===== config.mk =====
export PLATFORM = sky130hd
export DESIGN_NAME = stereo_mix_bus_pan_clip_flat
export DESIGN_NICKNAME = d
export VERILOG_FILES = /design/src/sv/smb_pkg.sv /design/src/sv/smb_in_if.sv /design/src/sv/smb_out_if.sv /design/src/sv/smb_cfg_if.sv /design/src/sv/stereo_mix_bus_pan_clip.sv /design/src/sv/smb_ctrl.sv /design/src/sv/smb_dp.sv /design/src/flat_wrapper.sv
export SDC_FILE = /design/constraint.sdc
export NUM_CORES = 1
export LEC_CHECK = 0
export ABC_AREA = 1
export BUFFER_PORTS_ARGS = -buffer_cell sky130_fd_sc_hd__clkbuf_2
export CAP_MARGIN = 25
export CORE_MARGIN = 5
export CORE_UTILIZATION = 50
export CTS_CLUSTER_DIAMETER = 80
export DETAILED_ROUTE_END_ITERATION = 12
export PLACE_DENSITY = 0.73
export SYNTH_ARGS = -nofsm -noshare
export SYNTH_HDL_FRONTEND = slang
export SYNTH_SLANG_ARGS = --single-unit

===== constraint.sdc =====
create_clock -name clk -period 6.3 [get_ports clk]
set_input_delay 0.315 -clock clk [delete_from_list [all_inputs] [get_ports clk]]
set_output_delay 0.315 -clock clk [all_outputs]
set_load 0.01 [all_outputs]

===== src/sv/smb_pkg.sv =====
// Shared types and constants of the stereo mix bus.
// No dependencies; every other file of the block but smb_cfg_if imports this package.
package smb_pkg;

  localparam int SAMPLE_W = 16;
  localparam int TRIM_W   = 8;
  localparam int PAN_W    = 8;
  localparam int SUM_W    = 24;
  localparam int FACTOR_W = TRIM_W + 1;
  localparam int PROD_W   = SAMPLE_W + FACTOR_W;

  localparam logic [TRIM_W-1:0] TRIM_MUTE  = 8'h00;
  localparam logic [TRIM_W-1:0] TRIM_UNITY = 8'hff;

  localparam logic signed [SAMPLE_W-1:0] OUT_MAX = 16'sh7fff;
  localparam logic signed [SAMPLE_W-1:0] OUT_MIN = 16'sh8000;
  localparam logic signed [SUM_W-1:0]    SUM_MAX = 24'sh7fffff;
  localparam logic signed [SUM_W-1:0]    SUM_MIN = 24'sh800000;

  localparam logic STEREO_RESET = 1'b1;

  typedef enum logic [2:0] {
    ST_IDLE,
    ST_CHAN,
    ST_PAN,
    ST_ACC,
    ST_EMIT
  } smb_state_t;

  // Controller to datapath: at most one step of the datapath per cycle.
  typedef struct packed {
    logic load;       // take the input item, apply group trim
    logic chan_step;  // apply channel trim
    logic pan_step;   // compute the far-side pan product
    logic acc_step;   // add into the running sums
    logic emit;       // saturate sums into the output register, clear sums
  } smb_cmd_t;

  typedef struct packed {
    logic last;       // the item at work ends the frame
  } smb_sts_t;

endpackage


===== src/sv/smb_in_if.sv =====
// Input channel of the mix bus: one channel contribution per transfer.
// Depends on smb_pkg for field widths.
interface smb_in_if;
  import smb_pkg::*;

  logic                       valid;
  logic                       ready;
  logic signed [SAMPLE_W-1:0] voice_sample;
  logic        [TRIM_W-1:0]   group_trim;
  logic        [TRIM_W-1:0]   channel_trim;
  logic signed [PAN_W-1:0]    pan_position;
  logic                       last_of_frame;

  modport source (output valid, voice_sample, group_trim, channel_trim, pan_position,
                  last_of_frame, input ready);
  modport sink   (input valid, voice_sample, group_trim, channel_trim, pan_position,
                  last_of_frame, output ready);
endinterface


===== src/sv/smb_out_if.sv =====
// Output channel of the mix bus: one saturated stereo frame per transfer.
// Depends on smb_pkg for field widths.
interface smb_out_if;
  import smb_pkg::*;

  logic                       valid;
  logic                       ready;
  logic signed [SAMPLE_W-1:0] left_out;
  logic signed [SAMPLE_W-1:0] right_out;
  logic                       left_clipped;
  logic                       right_clipped;

  modport source (output valid, left_out, right_out, left_clipped, right_clipped,
                  input ready);
  modport sink   (input valid, left_out, right_out, left_clipped, right_clipped,
                  output ready);
endinterface


===== src/sv/smb_cfg_if.sv =====
// Configuration write channel of the mix bus: carries the stereo mode bit.
// No dependencies.
interface smb_cfg_if;
  logic       valid;
  logic       ready;
  logic [0:0] data;

  modport source (output valid, data, input ready);
  modport sink   (input valid, data, output ready);
endinterface


===== src/sv/stereo_mix_bus_pan_clip.sv =====
// Top level of the stereo mix bus with pan and clip.
// Depends on smb_pkg, smb_in_if, smb_out_if, smb_cfg_if, smb_ctrl and smb_dp.
//
//   port     | direction | carries
//   ---------+-----------+----------------------------------------------------
//   mix_in   | sink      | one channel contribution: sample, trims, pan, last
//   mix_out  | source    | one saturated frame: left, right, clip flags
//   cfg      | sink      | stereo mode bit, always ready
//
// Items are taken one at a time: the accept cycle applies the group trim, then
// the channel trim and the pan product follow on the single shared 16x9
// multiplier, then the accumulate. The item that ends a frame then loads the
// output register in a frame step, held while a prior frame waits there.
// Reset sets stereo mode and clears both sums; no clearing pass is needed.
// A stalled output only holds the frame step; items keep flowing otherwise.
module stereo_mix_bus_pan_clip (
  input  logic      clk,
  input  logic      rst,
  smb_in_if.sink    mix_in,
  smb_out_if.source mix_out,
  smb_cfg_if.sink   cfg
);
  import smb_pkg::*;

  smb_cmd_t cmd;
  smb_sts_t sts;
  logic     in_ready;
  logic     out_valid;

  // The mode register takes a write on any cycle.
  assign cfg.ready = 1'b1;

  assign mix_in.ready  = in_ready;
  assign mix_out.valid = out_valid;

  // Sequence the four steps of an item and the frame transfer.
  smb_ctrl u_ctrl (
    .clk       (clk),
    .rst       (rst),
    .in_valid  (mix_in.valid),
    .in_ready  (in_ready),
    .out_valid (out_valid),
    .out_ready (mix_out.ready),
    .cmd       (cmd),
    .sts       (sts)
  );

  // Trim, pan, accumulate with saturation, clip to 16 bits on frame end.
  smb_dp u_dp (
    .clk           (clk),
    .rst           (rst),
    .cmd           (cmd),
    .sts           (sts),
    .cfg_we        (cfg.valid),
    .cfg_data      (cfg.data[0]),
    .voice_sample  (mix_in.voice_sample),
    .group_trim    (mix_in.group_trim),
    .channel_trim  (mix_in.channel_trim),
    .pan_position  (mix_in.pan_position),
    .last_of_frame (mix_in.last_of_frame),
    .left_out      (mix_out.left_out),
    .right_out     (mix_out.right_out),
    .left_clipped  (mix_out.left_clipped),
    .right_clipped (mix_out.right_clipped)
  );

endmodule


===== src/sv/smb_ctrl.sv =====
// Sequencer of the mix bus: steps one item through the shared multiplier.
// Depends on smb_pkg for the state enum and the command/status structs.
module smb_ctrl (
  input  logic              clk,
  input  logic              rst,
  input  logic              in_valid,
  output logic              in_ready,
  output logic              out_valid,
  input  logic              out_ready,
  output smb_pkg::smb_cmd_t cmd,
  input  smb_pkg::smb_sts_t sts
);
  import smb_pkg::*;

  smb_state_t state, state_next;
  logic       out_valid_next;

  always_ff @(posedge clk) begin
    if (rst) begin
      state     <= ST_IDLE;
      out_valid <= 1'b0;
    end else begin
      state     <= state_next;
      out_valid <= out_valid_next;
    end
  end

  always_comb begin
    state_next     = state;
    cmd            = '0;
    in_ready       = 1'b0;
    out_valid_next = out_valid && !out_ready;
    case (state)
      ST_IDLE: begin
        in_ready = 1'b1;
        if (in_valid) begin
          cmd.load   = 1'b1;
          state_next = ST_CHAN;
        end
      end
      ST_CHAN: begin
        cmd.chan_step = 1'b1;
        state_next    = ST_PAN;
      end
      ST_PAN: begin
        cmd.pan_step = 1'b1;
        state_next   = ST_ACC;
      end
      ST_ACC: begin
        cmd.acc_step = 1'b1;
        state_next   = sts.last ? ST_EMIT : ST_IDLE;
      end
      ST_EMIT: begin
        // hold until the output register is free
        if (!out_valid || out_ready) begin
          cmd.emit       = 1'b1;
          out_valid_next = 1'b1;
          state_next     = ST_IDLE;
        end
      end
      default: state_next = ST_IDLE;
    endcase
  end

`ifndef SYNTHESIS
  a_accept_starts: assert property (@(posedge clk) disable iff (rst)
    (in_valid && in_ready) |=> (state == ST_CHAN))
    else $error("accepted item did not start the channel step");

  a_emit_fills: assert property (@(posedge clk) disable iff (rst)
    cmd.emit |=> out_valid)
    else $error("emitted frame not presented");

  a_no_overwrite: assert property (@(posedge clk) disable iff (rst)
    (out_valid && !out_ready) |-> !cmd.emit)
    else $error("frame emitted over a waiting result");
`endif

endmodule


===== src/sv/smb_dp.sv =====
// Datapath of the mix bus: shared multiplier, running sums, output register.
// Depends on smb_pkg for widths, limits and the command/status structs.
module smb_dp (
  input  logic                                clk,
  input  logic                                rst,
  input  smb_pkg::smb_cmd_t                   cmd,
  output smb_pkg::smb_sts_t                   sts,
  input  logic                                cfg_we,
  input  logic                                cfg_data,
  input  logic signed [smb_pkg::SAMPLE_W-1:0] voice_sample,
  input  logic        [smb_pkg::TRIM_W-1:0]   group_trim,
  input  logic        [smb_pkg::TRIM_W-1:0]   channel_trim,
  input  logic signed [smb_pkg::PAN_W-1:0]    pan_position,
  input  logic                                last_of_frame,
  output logic signed [smb_pkg::SAMPLE_W-1:0] left_out,
  output logic signed [smb_pkg::SAMPLE_W-1:0] right_out,
  output logic                                left_clipped,
  output logic                                right_clipped
);
  import smb_pkg::*;

  function automatic logic signed [SUM_W-1:0] sat_add(
    input logic signed [SUM_W-1:0]    acc,
    input logic signed [SAMPLE_W-1:0] v
  );
    logic signed [SUM_W:0] t;
    begin
      t = {acc[SUM_W-1], acc} + {{(SUM_W-SAMPLE_W+1){v[SAMPLE_W-1]}}, v};
      if (t[SUM_W] != t[SUM_W-1]) begin
        sat_add = t[SUM_W] ? SUM_MIN : SUM_MAX;
      end else begin
        sat_add = t[SUM_W-1:0];
      end
    end
  endfunction

  function automatic logic clip_hit(input logic signed [SUM_W-1:0] v);
    begin
      clip_hit = !((&v[SUM_W-1:SAMPLE_W-1]) || !(|v[SUM_W-1:SAMPLE_W-1]));
    end
  endfunction

  function automatic logic signed [SAMPLE_W-1:0] clip16(input logic signed [SUM_W-1:0] v);
    begin
      if (clip_hit(v)) begin
        clip16 = v[SUM_W-1] ? OUT_MIN : OUT_MAX;
      end else begin
        clip16 = v[SAMPLE_W-1:0];
      end
    end
  endfunction

  logic                       stereo_mode;
  logic signed [SAMPLE_W-1:0] samp;
  logic signed [SAMPLE_W-1:0] far;
  logic        [TRIM_W-1:0]   ctrim;
  logic signed [PAN_W-1:0]    pan;
  logic                       last;
  logic signed [SUM_W-1:0]    left_sum;
  logic signed [SUM_W-1:0]    right_sum;

  logic signed [SAMPLE_W-1:0] mul_a;
  logic signed [FACTOR_W-1:0] mul_b;
  logic signed [FACTOR_W-1:0] pan_factor;
  logic signed [PROD_W-1:0]   prod;
  logic signed [SAMPLE_W-1:0] prod_sh8;
  logic signed [SAMPLE_W-1:0] prod_sh7;
  logic signed [SAMPLE_W-1:0] left_add;
  logic signed [SAMPLE_W-1:0] right_add;

  // Far-side factor: 128+pan left of centre, 127-pan right of centre.
  always_comb begin
    if (pan[PAN_W-1]) begin
      pan_factor = {pan[PAN_W-1], pan} + FACTOR_W'(128);
    end else begin
      pan_factor = FACTOR_W'(127) - {pan[PAN_W-1], pan};
    end
  end

  // One shared multiplier: group trim on load, then channel trim, then pan.
  always_comb begin
    mul_a = cmd.load ? voice_sample : samp;
    if (cmd.load) begin
      mul_b = {1'b0, group_trim};
    end else if (cmd.chan_step) begin
      mul_b = {1'b0, ctrim};
    end else begin
      mul_b = pan_factor;
    end
    prod     = mul_a * mul_b;
    prod_sh8 = prod[SAMPLE_W+7:8];
    prod_sh7 = prod[SAMPLE_W+6:7];
  end

  always_comb begin
    left_add  = samp;
    right_add = samp;
    if (!stereo_mode) begin
      right_add = '0;
    end else if (pan[PAN_W-1]) begin
      right_add = far;
    end else if (pan != '0) begin
      left_add = far;
    end
  end

  assign sts.last = last;

  always_ff @(posedge clk) begin
    if (rst) begin
      stereo_mode <= STEREO_RESET;
    end else if (cfg_we) begin
      stereo_mode <= cfg_data;
    end
  end

  always_ff @(posedge clk) begin
    if (cmd.load) begin
      ctrim <= channel_trim;
      pan   <= pan_position;
      last  <= last_of_frame;
      if (group_trim == TRIM_MUTE) begin
        samp <= '0;
      end else if (group_trim == TRIM_UNITY) begin
        samp <= voice_sample;
      end else begin
        samp <= prod_sh8;
      end
    end else if (cmd.chan_step) begin
      samp <= prod_sh8;
    end
    if (cmd.pan_step) begin
      far <= prod_sh7;
    end
  end

  always_ff @(posedge clk) begin
    if (rst) begin
      left_sum  <= '0;
      right_sum <= '0;
    end else if (cmd.emit) begin
      left_sum  <= '0;
      right_sum <= '0;
    end else if (cmd.acc_step) begin
      left_sum <= sat_add(left_sum, left_add);
      if (stereo_mode) begin
        right_sum <= sat_add(right_sum, right_add);
      end
    end
  end

  always_ff @(posedge clk) begin
    if (cmd.emit) begin
      left_out     <= clip16(left_sum);
      left_clipped <= clip_hit(left_sum);
      if (stereo_mode) begin
        right_out     <= clip16(right_sum);
        right_clipped <= clip_hit(right_sum);
      end else begin
        right_out     <= '0;
        right_clipped <= 1'b0;
      end
    end
  end

`ifndef SYNTHESIS
  a_emit_clears: assert property (@(posedge clk) disable iff (rst)
    cmd.emit |=> (left_sum == '0 && right_sum == '0))
    else $error("sums not cleared after frame");

  a_mono_right_idle: assert property (@(posedge clk) disable iff (rst)
    (cmd.acc_step && !stereo_mode) |=> $stable(right_sum))
    else $error("right sum moved in mono mode");

  a_clip_value: assert property (@(posedge clk) disable iff (rst)
    cmd.emit |=> (!left_clipped || left_out == OUT_MAX || left_out == OUT_MIN))
    else $error("left clip flag without a saturated value");
`endif

endmodule

===== src/flat_wrapper.sv =====
// flat-port wrapper written by rule: the top's interface ports become plain ports
module stereo_mix_bus_pan_clip_flat import smb_pkg::*;
  (clk, rst, mix_in_valid, mix_in_voice_sample, mix_in_group_trim, mix_in_channel_trim, mix_in_pan_position, mix_in_last_of_frame, mix_in_ready, mix_out_valid, mix_out_left_out, mix_out_right_out, mix_out_left_clipped, mix_out_right_clipped, mix_out_ready, cfg_valid, cfg_data, cfg_ready);
  smb_in_if mix_in_i ();
  smb_out_if mix_out_i ();
  smb_cfg_if cfg_i ();
  input  logic clk;
  input  logic rst;
  input wire logic [$bits(mix_in_i.valid)-1:0] mix_in_valid;
  input wire logic [$bits(mix_in_i.voice_sample)-1:0] mix_in_voice_sample;
  input wire logic [$bits(mix_in_i.group_trim)-1:0] mix_in_group_trim;
  input wire logic [$bits(mix_in_i.channel_trim)-1:0] mix_in_channel_trim;
  input wire logic [$bits(mix_in_i.pan_position)-1:0] mix_in_pan_position;
  input wire logic [$bits(mix_in_i.last_of_frame)-1:0] mix_in_last_of_frame;
  output wire logic [$bits(mix_in_i.ready)-1:0] mix_in_ready;
  output wire logic [$bits(mix_out_i.valid)-1:0] mix_out_valid;
  output wire logic [$bits(mix_out_i.left_out)-1:0] mix_out_left_out;
  output wire logic [$bits(mix_out_i.right_out)-1:0] mix_out_right_out;
  output wire logic [$bits(mix_out_i.left_clipped)-1:0] mix_out_left_clipped;
  output wire logic [$bits(mix_out_i.right_clipped)-1:0] mix_out_right_clipped;
  input wire logic [$bits(mix_out_i.ready)-1:0] mix_out_ready;
  input wire logic [$bits(cfg_i.valid)-1:0] cfg_valid;
  input wire logic [$bits(cfg_i.data)-1:0] cfg_data;
  output wire logic [$bits(cfg_i.ready)-1:0] cfg_ready;
  assign mix_in_i.valid = mix_in_valid;
  assign mix_in_i.voice_sample = mix_in_voice_sample;
  assign mix_in_i.group_trim = mix_in_group_trim;
  assign mix_in_i.channel_trim = mix_in_channel_trim;
  assign mix_in_i.pan_position = mix_in_pan_position;
  assign mix_in_i.last_of_frame = mix_in_last_of_frame;
  assign mix_in_ready = mix_in_i.ready;
  assign mix_out_valid = mix_out_i.valid;
  assign mix_out_left_out = mix_out_i.left_out;
  assign mix_out_right_out = mix_out_i.right_out;
  assign mix_out_left_clipped = mix_out_i.left_clipped;
  assign mix_out_right_clipped = mix_out_i.right_clipped;
  assign mix_out_i.ready = mix_out_ready;
  assign cfg_i.valid = cfg_valid;
  assign cfg_i.data = cfg_data;
  assign cfg_ready = cfg_i.ready;
  stereo_mix_bus_pan_clip u_core (.clk(clk), .rst(rst), .mix_in(mix_in_i), .mix_out(mix_out_i), .cfg(cfg_i));
endmodule

### After elaboration in Yosys (flattened, before gate mapping)

Cells that the tools add are included.

* $mul: 1
* mux-type cells: 35
* reduce and logical (&&, ||, !) cells: 21
* equal/unequal tests: 9
* add/subtract/negate cells: 4

Operators by type and width (number)
* two-way mux 16 bit: 14
* two-way mux 24 bit: 4
* adder 24 x 16 -> 25 bit: 2
* two-way mux 9 bit: 3
* multiplier 16 x 9 -> 24 bit: 1
* AND reduction 9 bit: 2
* OR reduction 9 bit: 2
* case mux 3 bit (5 select lines): 1
* two-way mux 1 bit: 10
* adder 9 x 8 -> 9 bit, second input constant: 1
* two-way mux 3 bit: 3
* subtractor 8 x 8 -> 9 bit, first input constant: 1
* equality test 8 bit, second input constant: 1
* zero test 8 bit: 1
* nonzero test 8 bit: 1
* equality test 3 x 2 -> 1 bit, second input constant: 2
* zero test 1 bit: 6
* != test 2 bit, second input constant: 2
* AND reduction 2 bit: 2
* equality test 3 x 1 -> 1 bit, second input constant: 1
* equality test 3 bit, second input constant: 1
* zero test 3 bit: 1
* logical OR 1 bit: 3
* != test 1 bit: 2
* 3 further kinds: 3

* logic and storage cells: 84
* register bits: 136

### Depth between registers and ports, before layout

* depth in word-level cells: 8
* depth in mapped cells: 33

### Hierarchy

Synthesis repeated with hierarchy kept, for this count alone.

* cell total of the unflattened synthesis: 1727
* area, all modules: 13503.0 µm²

Modules (own cells, without submodules)
* smb_dp: cells each 1696, sequential area each 3473.3 µm², times used 1, area an instance 13289.0 µm²
* smb_ctrl: cells each 29, sequential area each 80.1 µm², times used 1, area an instance 202.7 µm²
* stereo_mix_bus_pan_clip: cells each 2, sequential area each 0.0 µm², times used 1, area an instance 11.3 µm²

### Least setup slack after synthesis

No wires, ideal clock.

* path kind: register -> register
* start: register u_core.u_ctrl.state[2]
* end: register u_core.u_dp.samp[11] (data pin)
* cell stages (with the launch flop): 28
* clock period less this slack: 5.863 ns
* required time: 6.030 ns
* arrival time: 5.593 ns
* path slack: 0.437 ns
* setup time: 0.270 ns
* path through: dfxtp_1 > nor2_4 > nand3_4 > clkinv_2 > clkbuf_1 > nand2_1 > nand2_1 > clkinv_1 > nand2_1 > fa_1 > fa_1 > inv_1 > fa_1 > fa_1 > ha_1 > ha_1 > inv_1 > o21bai_1 > inv_1 > nor2_1 > nor2_1 > o21ai_0 > a21oi_1 > or2_1 > nand2_1 > nand2_1 > nand3_1 > o21ai_0

RTL lines
* from (decl): RTL line smb_ctrl.sv:15 `smb_state_t state, state_next;`
* from (signal assigned): RTL line smb_ctrl.sv:23 `state <= state_next;`
* to (signal assigned): RTL line smb_dp.sv:125 `samp <= voice_sample;`
* to (signal assigned): RTL line smb_dp.sv:127 `samp <= prod_sh8;`
* to (signal assigned): RTL line smb_dp.sv:130 `samp <= prod_sh8;`
* to (decl): RTL line smb_dp.sv:54 `logic signed [SAMPLE_W-1:0] samp;`

### Worst setup path after layout

* start: register u_core.u_ctrl.state[1]
* end: register u_core.u_dp.samp[11] (data pin)

* longest elaborated chain between the ends: 8
* elaborated cells on any way between the ends: 12
* those cells by class: mul: 1; eq/ne: 1; mux: 9; reduce/logical: 1

Ends and longest elaborated chain
* equality test 3 x 1 -> 1 bit: RTL line smb_ctrl.sv:33 `case (state)`
* two-way mux 1 bit: RTL line smb_ctrl.sv:33
* two-way mux 9 bit: RTL line smb_dp.sv:85 `end else if (cmd.chan_step) begin`
* two-way mux 9 bit: RTL line smb_dp.sv:83 `if (cmd.load) begin`
* multiplier 16 x 9 -> 24 bit: RTL line smb_dp.sv:90 `prod = mul_a * mul_b;`
* two-way mux 16 bit: RTL line smb_dp.sv:124 `end else if (group_trim == TRIM_UNITY) begin`
* two-way mux 16 bit: RTL line smb_dp.sv:122 `if (group_trim == TRIM_MUTE) begin`
* two-way mux 16 bit *: RTL line smb_dp.sv:118 `if (cmd.load) begin`

Mark *: on every way between the ends. The rest lies on a longest branch, timed or not. The select of a mux whose other input is x is not followed.
A chain may end at the register's enable or synchronous reset.

==> results <==
- The floorplan step set the die width to 173 um.
- The worst hold endpoint is u_core.u_dp.pan[7].
- The delay contributed by the slowest stage of the critical path is approximately 0.54 ns.
- Clock tree synthesis found a total of around 140 sinks.
- The clock edge transition at the registers on the reported setup and hold paths is 0.07 ns.
- The transition time at the pin with the least slew margin is between 0.9 and 1 ns.
- For this design, the slowest cell found on the critical path is fa_1.
- The startpoint identified for the worst hold timing path is mix_in_pan_position[7].
- The classification of the worst setup path is register to register.
- Counting both buffers and inverters, the worst setup path holds a total of 9.
- At the worst endpoint, the arrival time is between 6 and 7 ns.
- After detailed routing, the number of vias per cell comes to approximately 5.4.
- The final count of hold timing violations was 0.
- Of the available clock period, the critical path in the final layout requires 0.952.
- The remaining number of nets flagged by the antenna check after routing is 0.
- Setup repair after global routing left no endpoint under its margin.
- The top achievable clock speed is between 150 and 200 MHz.
- The CTS tree is yes.
- The number of slew-limit violations in the final report is 0.
- The count of flip-flops with a built-in enable after synthesis is 83.
- The first routing iteration left 771 violations.
- The first global-routing pass estimated approximately 57,000 um of wire.
- For met3 alone, demand over resource in global routing was 0.0293.
- The residual DRC count is 0.
- Counting instances, the worst hold path has a depth of 1.
- In the final design database the tool counted 2,078 nets.
- Dividing the detail-routed wire length by the instance count gives ~16 um.
- When the netlist entered floorplanning its net count stood at 1,982.
- After layout, the minimum clock period comes to 6.00 ns.
- In this run the critical register-to-register path is launched from u_core.u_ctrl.state[1].
- The die is roughly 170 um tall.
- The post-DP HPWL is 28,200 um.
- The worst setup path is captured at a register.
- The most common cell after layout, fill and taps aside is nand2_1.
- The number of distinct library cells after synthesis is 54.
- The gate count after technology mapping is 1,725.
- The number of warnings issued by yosys is 0.
- The top cell types in the final layout, fill and taps aside, are nand2_1, inv_1, nor2_1, a21oi_1, o21ai_0.
- After floorplanning, the core was sized to cover 26,100 um2.
- The floorplan step defined a die boundary enclosing 30,000 um2.
- For met1 alone, demand over resource in global routing was 0.308.
- A synthesized cell averages roughly 7.7 um2.
- The clock tree buffer depth is 2.
- In this run, CTS created clock tree buffers numbering 17.
- The element type at the critical path start is a register.
- The antenna diode count is 0.
- The count of buffers added on input and output ports is 82.
- In this run the worst path has a maximum fanout of 8.
- The worst register-to-register path ends at u_core.u_dp.samp[11].
- Setup slack on the worst reg-to-reg path comes out at 0.30 ns.
- Routability-driven placement finished with a final weighted congestion of 0.920.
- The number of max-cap violations is 0.
- Summed over all failing endpoints, the final setup total negative slack is 0 ns.
- Synthesis inferred 136 register bits.
- For this design, the CTS-stage hold fixing added 0 buffers.
- Across every metal layer, demand over resource in global routing totals 0.231.
- The worst setup skew after layout is approximately 0.019 ns.
- The worst-case headroom to the max-slew limit is 0.353.
- The final setup violation count is 0.
- The initial cell density of the core is 0.509.
- At the worst endpoint, the required time is ~6.5 ns.
- The path class of the tightest hold or removal check is input port to register.
- For this run the aggregate overflow at the end of global routing stands at 0.
- The routing layer with the top usage in global route is met2.
- Entering global routing, the biggest net connects 36 pins.
- The H-tree depth reported by CTS is 4.
- The cell area reported after detailed placement is around 14,000 um2.
- Relative to the synthesized area, the layout overhead comes to 11.5%.
- The number of antenna violations at the first check in global routing is 0.
- The most instantiated flip-flop cell in the synthesis netlist is edfxtp_1.
- The number of detailed-routing iterations run before antenna repair is 6.
- Summing over every cut layer, the via total after detailed routing is around 12,000.
- The worst reg-to-reg path cell count is 29.
- The run finished with clean final reports.
- In the global route stage, met2 resource usage came out at 0.388.
- Summing all non-filler instances in the final layout gives an area of 14,800 um2.
- For this run, the register share of the synthesized area comes to 0.267.
- The synthesized area is 13,300 um2.
- In the final layout, the share of cells above drive strength 1 is 0.106.
- The via count of the first global-routing pass is between 10,000 and 15,000.
- The total I/O pin count is 84.
- By instance count, the cell type seen most on the critical path is inv_1.
- Counting flops with an async set or reset pin after synthesis yields a share of 0.
- The cell row count is 59.
- The insertion delay of the later-clocked pin in the worst-skew pair is approximately 0.43 ns.
- For this block, the routed nets add up to 34,900 um of wire.
- On the critical path the largest part of the delay comes from adder cells.
- The cell sitting at the root of the clock tree is a clkbuf_16.
- The fill cell instance count of the final layout is approximately 2,400.
-- state kept, by name, indices dropped and copies added (netlist names), 3 cells and up --
signal,cells
u_core.u_dp.left_sum,24
u_core.u_ctrl.state,3
u_core.u_dp.samp,16
u_core.u_dp.far,16
u_core.u_dp.right_sum,24
u_core.u_dp.ctrim,8
u_core.u_dp.pan,8
u_core.u_dp.right_out,16
u_core.u_dp.left_out,16
-- kinds of logic (layout without fill, tap and decap cells) --
group	after synthesis	count (layout)	synth area share
AND/OR/NAND/NOR	673	674	0.211
AO/OA/AOI/OAI	333	333	0.136
buffers and inverters	313	421	0.0914
adder cells (fa/ha/maj)	210	210	0.254
flip-flops	136	136	0.267
XOR/XNOR	59	59	0.0405
other	1	1	0.000282
-- timing repair --
action / 4_1_cts / 5_1_grt
resized for setup: 1 / 13
pin swaps: 0 / 2
gates cloned: 0 / 2
setup endpoints to repair: 1 / 14
setup buffers: 0 / 4
-- synth_stat cells (4+ instances only) --
master	count	area [um2]
dfxtp_1	53	1060
o21ai_1	16	80.1
clkbuf_1	26	97.6
buf_2	9	45.0
a21oi_1	141	706
xnor2_1	17	149
inv_1	266	998
edfxtp_1	83	2490
nand4_1	11	68.8
fa_1	101	2020
nand2_2	12	75.1
nor4_1	9	56.3
and2_1	6	37.5
ha_1	109	1360
nor2_1	149	559
nand3_1	68	340
o21bai_1	8	60.1
nor3_1	15	75.1
a31oi_1	7	43.8
o21ai_0	125	626
nand2_1	386	1450
a21o_1	10	75.1
or2_2	4	25.0
o211ai_1	7	52.6
buf_4	5	37.5
xor2_1	39	342
-- per-layer routing --
| layer | routed length, um | vias to the layer above |
|---|---|---|
| met5 | 0 | - |
| met4 | 1170 | 0 |
| met3 | 2060 | 64 |
| met2 | 16600 | 376 |
| met1 | 15100 | 5418 |
| li1 | - | 5783 |
-- cell type report --
class / count / area (um2) / area share
repair inverters: 1 / 7.51 / 0.000506
well taps: 335 / 419 / 0.0282
inverters: 271 / 1040 / 0.0698
flip-flops and latches: 136 / 3550 / 0.239
repair buffers: 117 / 681 / 0.0458
clock buffers: 18 / 450 / 0.0303
clock inverters: 14 / 126 / 0.00851
multi-input cells: 1277 / 8580 / 0.578
-- per-stage QoR --
step | hold slack [ns] | cells | utilization | worst slack (ns)
2_1_floorplan | 0.384 | 1725 | - | 0.437
3_3_place_gp | 0.490 | 2130 | 0.543 | 0.112
3_5_place_dp | 0.491 | 2131 | 0.543 | 0.0304
4_1_cts | 0.0475 | 2163 | 0.565 | 0.0391
5_1_grt | 0.0415 | 2169 | 0.568 | 0.0000373
6_report | 0.0555 | 2169 | 0.568 | 0.303
-- worst max-delay path by stage --
stage	start	to	slack, ns	cells after the start
floorplan	u_core.u_ctrl.state[2]	u_core.u_dp.samp[11]	0.44	27
global placement	u_core.u_ctrl.state[2]	u_core.u_dp.samp[11]	0.11	22
detailed placement	u_core.u_ctrl.state[2]	u_core.u_dp.samp[11]	0.03	28
global route	u_core.u_ctrl.state[1]	u_core.u_dp.samp[11]	0.00004	29
finish	u_core.u_ctrl.state[1]	u_core.u_dp.samp[11]	0.30	29
CTS	u_core.u_ctrl.state[2]	u_core.u_dp.samp[11]	0.04	22
Power is not shown: default switching activity piles up to over one toggle a cycle in this logic, so the estimate is an artifact.
